===== config.mk =====
export PLATFORM = sky130hd
export DESIGN_NAME = mesh_distance_parity_embedder_core
export DESIGN_NICKNAME = d
export VERILOG_FILES = /design/src/rtl/mdpe_pkg.sv /design/src/rtl/mesh_distance_parity_embedder_core.sv
export VERILOG_INCLUDE_DIRS = /design/src /design/src/rtl
export SDC_FILE = /design/constraint.sdc
export NUM_CORES = 2
export LEC_CHECK = 0
export ABC_AREA = 1
export BUFFER_PORTS_ARGS = -buffer_cell sky130_fd_sc_hd__buf_4
export CORE_ASPECT_RATIO = 1.4
export CORE_UTILIZATION = 50
export CTS_CLUSTER_DIAMETER = 60
export DETAILED_ROUTE_END_ITERATION = 7
export GPL_TIMING_DRIVEN = 0
export PLACE_DENSITY = 0.75
export SLEW_MARGIN = 20
export SYNTH_ARGS = -nofsm -noshare
export SYNTH_HDL_FRONTEND = slang
export SYNTH_SLANG_ARGS = --single-unit
export TNS_END_PERCENT = 100

===== constraint.sdc =====
create_clock -name i_clk -period 8.7 [get_ports i_clk]
set_input_delay 0.435 -clock i_clk [delete_from_list [all_inputs] [get_ports i_clk]]
set_output_delay 0.435 -clock i_clk [all_outputs]
set_load 0.01 [all_outputs]

===== src/rtl/mesh_distance_parity_embedder_core_assert.svh =====
// Assertion macros for the mesh distance-parity embedder
`ifndef MESH_DISTANCE_PARITY_EMBEDDER_CORE_ASSERT_SVH
`define MESH_DISTANCE_PARITY_EMBEDDER_CORE_ASSERT_SVH

// same-cycle implication, checked out of reset
`define MDPE_ASSERT_IMP(label, ante, cons) \
    label: assert property (@(posedge i_clk) disable iff (!i_rst_n) (ante) |-> (cons)) \
        else $error("mdpe assertion failed");

// next-cycle implication, checked out of reset
`define MDPE_ASSERT_NXT(label, ante, cons) \
    label: assert property (@(posedge i_clk) disable iff (!i_rst_n) (ante) |=> (cons)) \
        else $error("mdpe assertion failed");

`endif


===== src/rtl/mdpe_pkg.sv =====
// Shared widths, register indexes and sequencer codes of the embedder
`default_nettype none
package mdpe_pkg;
    localparam int COORD_W = 32;   // vertex coordinate
    localparam int DIFF_W  = 33;   // coordinate difference
    localparam int CFG_W   = 20;   // configuration register
    localparam int SQ_W    = 66;   // sum of three squares
    localparam int RAD_W   = 68;   // radicand, padded to an even width
    localparam int ROOT_W  = 34;   // integer root
    localparam int SREM_W  = 37;   // root remainder
    localparam int NUM_W   = 54;   // divider numerator
    localparam int DV_W    = 35;   // divider divisor
    localparam int Q_W     = 21;   // kept quotient bits
    localparam int MV_W    = 22;   // signed displacement
    localparam int CNT_W   = 6;    // iteration counter

    localparam int ROOT_ITERS = ROOT_W;
    localparam int NUDGE_ITERS = NUM_W;
    localparam int PAR_ITERS = ROOT_W;

    localparam logic [CFG_W-1:0] STEP_RST = CFG_W'(1000);
    localparam logic [CFG_W-1:0] UNIT_RST = CFG_W'(1000);

    // configuration register indexes
    localparam logic REG_STEP_SIZE   = 1'b0;
    localparam logic REG_PARITY_UNIT = 1'b1;

    // sequencer states
    localparam logic [3:0] S_IDLE = 4'd0;
    localparam logic [3:0] S_SQ   = 4'd1;
    localparam logic [3:0] S_SQRT = 4'd2;
    localparam logic [3:0] S_ROOT = 4'd3;
    localparam logic [3:0] S_MUL  = 4'd4;
    localparam logic [3:0] S_NLD  = 4'd5;
    localparam logic [3:0] S_PLD  = 4'd6;
    localparam logic [3:0] S_DIV  = 4'd7;
    localparam logic [3:0] S_MOVE = 4'd8;
    localparam logic [3:0] S_OUT  = 4'd9;
endpackage
`default_nettype wire


===== src/rtl/mesh_distance_parity_embedder_core.sv =====
// Mesh distance-parity embedder: sequencer around a shared multiplier, root and divider
// One vertex is taken at a time and the input stalls until its result word is taken.
// A first vertex, or one with no bit or no predecessor, skips straight to its result.
// Otherwise it passes through the shared bit-serial units: the squared distance and its
// root, the three displacement divisions and the parity division, then for each move the
// squares, the root and the parity division again.
`default_nettype none
module mesh_distance_parity_embedder_core #(
    parameter int MAX_STEPS = 16
) (
    input  logic                          i_clk,
    input  logic                          i_rst_n,
    // configuration
    input  logic                          i_cfg_wr_en,
    input  logic                          i_cfg_idx,
    input  logic [mdpe_pkg::CFG_W-1:0]    i_cfg_wdata,
    // input words
    input  logic                          i_valid,
    output logic                          o_stall,
    input  logic signed [mdpe_pkg::COORD_W-1:0] i_point_x,
    input  logic signed [mdpe_pkg::COORD_W-1:0] i_point_y,
    input  logic signed [mdpe_pkg::COORD_W-1:0] i_point_z,
    input  logic                          i_embed_bit,
    input  logic                          i_has_bit,
    input  logic                          i_first_point,
    // result words
    output logic                          o_valid,
    input  logic                          i_stall,
    output logic signed [mdpe_pkg::COORD_W-1:0] o_out_x,
    output logic signed [mdpe_pkg::COORD_W-1:0] o_out_y,
    output logic signed [mdpe_pkg::COORD_W-1:0] o_out_z,
    output logic [4:0]                    o_steps_taken,
    output logic                          o_embed_failed
);
    import mdpe_pkg::*;

    localparam int SW = $clog2(MAX_STEPS + 1);

    logic [3:0]                r_state;
    logic [CFG_W-1:0]          r_step, r_unit;
    logic signed [COORD_W-1:0] r_x, r_y, r_z, r_px, r_py, r_pz;
    logic                      r_have_prev, r_bit, r_pass, r_failed;
    logic [SW-1:0]             r_steps;
    logic [1:0]                r_comp;
    logic [CNT_W-1:0]          r_cnt;
    logic [63:0]               r_prod;
    logic [SQ_W-1:0]           r_acc;
    logic [RAD_W-1:0]          r_rad;
    logic [SREM_W-1:0]         r_srem;
    logic [ROOT_W-1:0]         r_root, r_d, r_cur;
    logic [NUM_W-1:0]          r_dn;
    logic [DV_W-1:0]           r_dv;
    logic [DV_W-1:0]           r_rem;
    logic [Q_W-1:0]            r_q;
    logic signed [MV_W-1:0]    r_mx, r_my, r_mz;

    logic in_acc, out_acc;
    assign in_acc  = i_valid && !o_stall;
    assign out_acc = o_valid && !i_stall;

    // differences to the previous vertex and their magnitudes
    logic [DIFF_W-1:0] dif [3];
    logic [COORD_W-1:0] adif [3];
    assign dif[0] = {r_x[COORD_W-1], r_x} - {r_px[COORD_W-1], r_px};
    assign dif[1] = {r_y[COORD_W-1], r_y} - {r_py[COORD_W-1], r_py};
    assign dif[2] = {r_z[COORD_W-1], r_z} - {r_pz[COORD_W-1], r_pz};
    always_comb begin
        for (int k = 0; k < 3; k++) begin
            adif[k] = dif[k][DIFF_W-1] ? COORD_W'(-dif[k]) : dif[k][COORD_W-1:0];
        end
    end

    // shared multiplier: squares or magnitude times step size
    logic [COORD_W-1:0] mul_a, mul_b;
    logic [63:0]        mul_p;
    logic [1:0]         csel;
    assign csel  = (r_comp == 2'd3) ? 2'd2 : r_comp;
    assign mul_a = adif[csel];
    assign mul_b = (r_state == S_SQ) ? adif[csel] : {{(COORD_W-CFG_W){1'b0}}, r_step};
    assign mul_p = mul_a * mul_b;

    logic [SQ_W-1:0] acc_sum;
    assign acc_sum = r_acc + {2'b0, r_prod};

    // one root step per cycle
    logic [SREM_W-1:0] srem_sh, strial;
    logic              sge;
    assign srem_sh = {r_srem[SREM_W-3:0], r_rad[RAD_W-1 -: 2]};
    assign strial  = {1'b0, r_root, 2'b01};
    assign sge     = srem_sh >= strial;

    // one quotient bit per cycle
    logic [DV_W:0] drem_sh;
    logic          dge;
    logic [Q_W-1:0] q_next;
    assign drem_sh = {r_rem, r_dn[NUM_W-1]};
    assign dge     = drem_sh >= {1'b0, r_dv};
    assign q_next  = {r_q[Q_W-2:0], dge};

    // signed displacement from the finished quotient
    logic               mv_neg;
    logic signed [MV_W-1:0] mv;
    assign mv_neg = dif[csel][DIFF_W-1] ^ ~r_bit;
    assign mv     = mv_neg ? -$signed({1'b0, q_next}) : $signed({1'b0, q_next});

    logic [CFG_W-1:0] unit_eff;
    assign unit_eff = (r_unit == '0) ? CFG_W'(1) : r_unit;

    // saturating move of one coordinate
    function automatic logic signed [COORD_W-1:0] move_sat(
        input logic signed [COORD_W-1:0] c, input logic signed [MV_W-1:0] m);
        logic signed [COORD_W+1:0] s;
        begin
            s = {{2{c[COORD_W-1]}}, c} + {{(COORD_W+2-MV_W){m[MV_W-1]}}, m};
            if (s > $signed({3'b0, {(COORD_W-1){1'b1}}}))
                move_sat = {1'b0, {(COORD_W-1){1'b1}}};
            else if (s < $signed({3'b111, {(COORD_W-1){1'b0}}}))
                move_sat = {1'b1, {(COORD_W-1){1'b0}}};
            else
                move_sat = s[COORD_W-1:0];
        end
    endfunction

    // configuration registers
    always_ff @(posedge i_clk) begin
        if (!i_rst_n) begin
            r_step <= STEP_RST;
            r_unit <= UNIT_RST;
        end else if (i_cfg_wr_en) begin
            unique case (i_cfg_idx)
                REG_STEP_SIZE:   r_step <= i_cfg_wdata;
                REG_PARITY_UNIT: r_unit <= i_cfg_wdata;
                default: ;
            endcase
        end
    end

    // previous vertex, taken from each delivered word
    always_ff @(posedge i_clk) begin
        if (!i_rst_n) begin
            r_px <= '0;
            r_py <= '0;
            r_pz <= '0;
            r_have_prev <= 1'b0;
        end else if (out_acc) begin
            r_px <= r_x;
            r_py <= r_y;
            r_pz <= r_z;
            r_have_prev <= 1'b1;
        end
    end

    // sequencer
    always_ff @(posedge i_clk) begin
        if (!i_rst_n) begin
            r_state <= S_IDLE;
            r_comp  <= '0;
            r_cnt   <= '0;
            r_steps <= '0;
            r_failed <= 1'b0;
            r_pass  <= 1'b0;
        end else begin
            unique case (r_state)
                S_IDLE: begin
                    if (in_acc) begin
                        r_x <= i_point_x;
                        r_y <= i_point_y;
                        r_z <= i_point_z;
                        r_bit <= i_embed_bit;
                        r_steps <= '0;
                        r_failed <= 1'b0;
                        r_pass <= 1'b0;
                        r_comp <= '0;
                        if (i_first_point || !r_have_prev || !i_has_bit)
                            r_state <= S_OUT;
                        else
                            r_state <= S_SQ;
                    end
                end
                // three squares through the multiplier, summed one behind
                S_SQ: begin
                    r_prod <= mul_p;
                    r_acc <= (r_comp == 2'd0) ? '0 : acc_sum;
                    if (r_comp == 2'd3) begin
                        r_rad <= {2'b0, acc_sum};
                        r_srem <= '0;
                        r_root <= '0;
                        r_cnt <= CNT_W'(ROOT_ITERS);
                        r_state <= S_SQRT;
                    end else begin
                        r_comp <= r_comp + 2'd1;
                    end
                end
                S_SQRT: begin
                    r_srem <= sge ? srem_sh - strial : srem_sh;
                    r_root <= {r_root[ROOT_W-2:0], sge};
                    r_rad  <= {r_rad[RAD_W-3:0], 2'b00};
                    r_cnt  <= r_cnt - 1'b1;
                    if (r_cnt == CNT_W'(1))
                        r_state <= S_ROOT;
                end
                S_ROOT: begin
                    r_cur <= r_root;
                    r_comp <= '0;
                    if (r_pass) begin
                        r_state <= S_PLD;
                    end else if (r_root == '0) begin
                        r_failed <= 1'b1;
                        r_state <= S_OUT;
                    end else begin
                        r_d <= r_root;
                        r_state <= S_MUL;
                    end
                end
                S_MUL: begin
                    r_prod <= mul_p;
                    r_state <= S_NLD;
                end
                // numerator 2*num + d over divisor 2*d rounds to nearest
                S_NLD: begin
                    r_dn <= {r_prod[NUM_W-3:0], 1'b0} + {{(NUM_W-ROOT_W){1'b0}}, r_d};
                    r_dv <= {r_d, 1'b0};
                    r_rem <= '0;
                    r_q <= '0;
                    r_cnt <= CNT_W'(NUDGE_ITERS);
                    r_state <= S_DIV;
                end
                // parity division: distance over the quantum, numerator left aligned
                S_PLD: begin
                    r_dn <= {r_cur, {(NUM_W-ROOT_W){1'b0}}};
                    r_dv <= {{(DV_W-CFG_W){1'b0}}, unit_eff};
                    r_rem <= '0;
                    r_q <= '0;
                    r_cnt <= CNT_W'(PAR_ITERS);
                    r_state <= S_DIV;
                end
                S_DIV: begin
                    r_rem <= dge ? DV_W'(drem_sh - {1'b0, r_dv}) : drem_sh[DV_W-1:0];
                    r_q   <= q_next;
                    r_dn  <= {r_dn[NUM_W-2:0], 1'b0};
                    r_cnt <= r_cnt - 1'b1;
                    if (r_cnt == CNT_W'(1)) begin
                        if (r_state == S_DIV && r_dv[DV_W-1:CFG_W] == '0 && r_comp == 2'd3) begin
                            // parity result: quotient low bit against the wanted bit
                            r_comp <= '0;
                            if (dge == r_bit) begin
                                r_state <= S_OUT;
                            end else if (r_steps == SW'(MAX_STEPS)) begin
                                r_failed <= 1'b1;
                                r_state <= S_OUT;
                            end else begin
                                r_state <= S_MOVE;
                            end
                        end else begin
                            unique case (r_comp)
                                2'd0: r_mx <= mv;
                                2'd1: r_my <= mv;
                                default: r_mz <= mv;
                            endcase
                            r_comp <= r_comp + 2'd1;
                            r_state <= (r_comp == 2'd2) ? S_PLD : S_MUL;
                        end
                    end
                end
                S_MOVE: begin
                    r_x <= move_sat(r_x, r_mx);
                    r_y <= move_sat(r_y, r_my);
                    r_z <= move_sat(r_z, r_mz);
                    r_steps <= r_steps + 1'b1;
                    r_pass <= 1'b1;
                    r_comp <= '0;
                    r_state <= S_SQ;
                end
                S_OUT: begin
                    if (out_acc)
                        r_state <= S_IDLE;
                end
                default: r_state <= S_IDLE;
            endcase
            // mark the parity division so its end is told from a nudge division
            if (r_state == S_PLD)
                r_comp <= 2'd3;
        end
    end

    // result word straight from the working registers
    logic [SW+4:0] steps_w;
    assign steps_w        = {5'b0, r_steps};
    assign o_valid        = (r_state == S_OUT);
    assign o_stall        = (r_state != S_IDLE);
    assign o_out_x        = r_x;
    assign o_out_y        = r_y;
    assign o_out_z        = r_z;
    assign o_steps_taken  = (steps_w > (SW+5)'(31)) ? 5'd31 : steps_w[4:0];
    assign o_embed_failed = r_failed;

`include "mesh_distance_parity_embedder_core_assert.svh"
    `MDPE_ASSERT_IMP(a_steps_bound, 1'b1, r_steps <= SW'(MAX_STEPS))
    `MDPE_ASSERT_NXT(a_one_word, out_acc, !o_valid)
    `MDPE_ASSERT_IMP(a_div_count, (r_state == S_DIV || r_state == S_SQRT), r_cnt != '0)
endmodule
`default_nettype wire

==> metrics.md <==
| Metric | Value |
|---|---|
| TritonCTS clock tree | yes |
| CTS H-tree depth | 3 |
| Critical Path Slowest Stage Cell | fa_1 |
| DRT Pass-1 Iters | 7 |
| Final min period | 10.18 ns |
| CP startpoint kind | register |
| Antenna Nets Post-Route | 0 |
| Residual DRC count | 0 |
| Starting Density | 50.4% |
| Vias per Instance | 5.77 |
| Max Freq | 98.2 MHz |
| FFs w/ async S/R, synth | 0% |
| Most frequent cells in the layout | nand2_1, inv_1, nor2_1, fa_1, a21oi_1 |
| EDFF count, synth | 642 |
| Synth Net Count | 13100 |
| Storage element area | 0.0224 mm^2 |
| Routing usage on met3 | 8.21% |
| CP required | 9.19 ns |
| Most common cell after layout, fill and taps aside | nand2_1 |
| Fin util | 60.5% |
| Final TNS setup | -53.54 ns |
| Headroom to the max-slew limit | 20.1% |
| Flops & latches, synth | 798 |
| CP dominant cell by count | fa_1 |
| Crit path DAT | 10.67 ns |
| CTS buffer count | 89 |
| Die area | 0.181 mm^2 |
| Vias | 85100 |
| Reg2Reg Depth | 46 |
| Proportion of layout cells with a drive suffix above 1 | 15.0% |
| Dpl ws | -2.67 ns |
| Grt ovf | 0 |
| Initial antenna violation count | 13 |
| Synthesized area | 0.0899 mm^2 |
| Synth-to-Final Area Change | 20.0% |
| First-pass GRT wire length | 525000 um |
| Max cap viols | 0 |
| FILL cells | 15800 |
| Vias in the first global route | 86600 |
| Die height | 504 um |
| Met2 global-route usage | 65.3% |
| Final cycle utilization of the critical path | 117% |
| PortBufs | 228 |
| GR Util met1 | 43.1% |
| RSZ-0062 raised after global routing | true |
| Root buffer cell | clkbuf_16 |
| Final Setup Violations | 53 |
| Post-layout nets | 14000 |
| Top_reg_cell synth | edfxtp_1 |
| Worst-path clk slew | 0.06 ns |
| Top Usage Layer GRT | met2 |
| Initial drt markers | 8056 |
| Worst Clk Skew | 0.0450 ns |
| Clock buffer depth | 3 |
| Peak fanout along the critical path | 6 |
| Hold WC Path Type | in2reg |
| Total GRT Usage | 39.0% |
| Status | finished with violations |
| Endpoints failing hold | 0 |
| Final Max Slew Viols | 0 |
| Largest net degree at the start of global routing | 30 |
| Clk sinks | 798 |
| Routed len/inst | 24.3 um |
| Min-Delay Path Depth | 3 |
| Critical path class | reg2reg |
| Detail Placement HPWL | 281000 um |
| CP max stage delay | 0.63 ns |
| Multi-input logic area | 0.0614 mm^2 |
| Setup ws final | -1.48 ns |
| Seq/Total Area, Yosys | 24.9% |
| Total wire length | 358000 um |
| Worst Max-Slew Pin Slew | 1.20 ns |
| Post-synthesis instance total | 11500 |
| Ys Warns | 0 |
| Post-synth cell types | 69 |
| Chip width | 360 um |
| I/O pin count | 229 |
| Avg Synthesized Cell Area | 7.83 um^2 |
| CP Capture Type | register |
| # rows | 183 |
| Area of the core | 0.178 mm^2 |
| Violations in the final reports | negative setup slack |
| Latest clock arrival within the worst-skew pair | 0.75 ns |
| GPL Wtd Cong | 1.06 |
-- cell usage after synthesis (156+ instances only) --
cell type | instances | area (um^2)
nand2_1 | 2306 | 8660
inv_1 | 2170 | 8150
nor2_1 | 1412 | 5300
fa_1 | 905 | 18100
a21oi_1 | 782 | 3910
edfxtp_1 | 642 | 19300
ha_1 | 636 | 7960
o21ai_0 | 579 | 2900
nand3_1 | 384 | 1920
xor2_1 | 175 | 1530
xnor2_1 | 161 | 1410
dfxtp_1 | 156 | 3120
-- area by class of cell --
type	instances	share of cell area, %
Timing Repair inverter	1	0.00580
Clock inverter	65	0.718
Sequential cell	798	20.8
Buffer	313	2.40
Tap cell	2312	2.68
Antenna cell	10	0.0232
Timing Repair Buffer	768	6.34
Multi-Input combinational cell	8149	57.0
Inverter	2218	7.92
Clock buffer	103	2.15
-- what timing repair did --
action / in CTS / in global routing
pin swaps: 224 / 148
hold buffers: 81 / 0
cloned: 7 / 0
buffers inserted: 325 / 101
resized for setup: 856 / 268
setup endpoints to repair: 55 / 54
endpoints found under the hold margin: 96 / 0
-- sequential cells by signal, summed over array words and instances, names as in the netlist, 34 cells and up --
signal,flops
r_root,34
r_cur,34
r_rad,68
r_d,34
r_srem,35
r_rem,35
r_dn,54
r_dv,35
r_acc,66
r_prod,64
-- path summary, 6_finish.rpt --
kind	endpoint	start	slack, ns
setup / recovery	r_prod[63]	o_out_x[0]	-1.48
hold reg to reg	r_py[26]	r_py[26]	0.46
setup reg to reg	r_prod[63]	o_out_x[0]	-1.48
hold / removal	o_out_z[25]	i_point_z[25]	0.04
-- worst max-delay path: cells and delay by family (launching register included) --
kind | cells | cell delay (ns)
buf+inv | 10 | 0.98
fa+ha+maj | 11 | 5.25
compound gates | 7 | 1.00
flops | 1 | 0.49
simple gates | 18 | 2.17
-- routing by layer --
layer  wire length, um  share of wire (%)
met2            167000                 47
met1            124000                 35
met4             34600                9.7
met5                29             0.0081
met3             31700                8.9
-- cells by family (layout without fill, tap and decap cells) --
group	Yosys count	count (layout)	synth area share [%]
other	0	10	0
DFF	798	798	24.9
xor gates and xnor gates	338	338	3.31
AOI/OAI and AO/OA	1771	1771	11.1
and+or+nand+nor	4498	4499	20.6
adders and majority gates	1541	1541	29.0
buffers and inverters	2532	3468	11.1
-- metrics by stage --
stage | hold slack (ns) | cells | cell area [um^2]
finish | 0.0386 | 14700 | 108000
global route | 0.0400 | 14700 | 108000
CTS | 0.00286 | 14600 | 106000
detailed placement | 0.450 | 14000 | 95900
global placement | 0.441 | 14000 | 95200
floorplan | 0.429 | 11500 | 90600
Power is not shown: default switching activity piles up to over one toggle a cycle in this logic, so the estimate is an artifact.
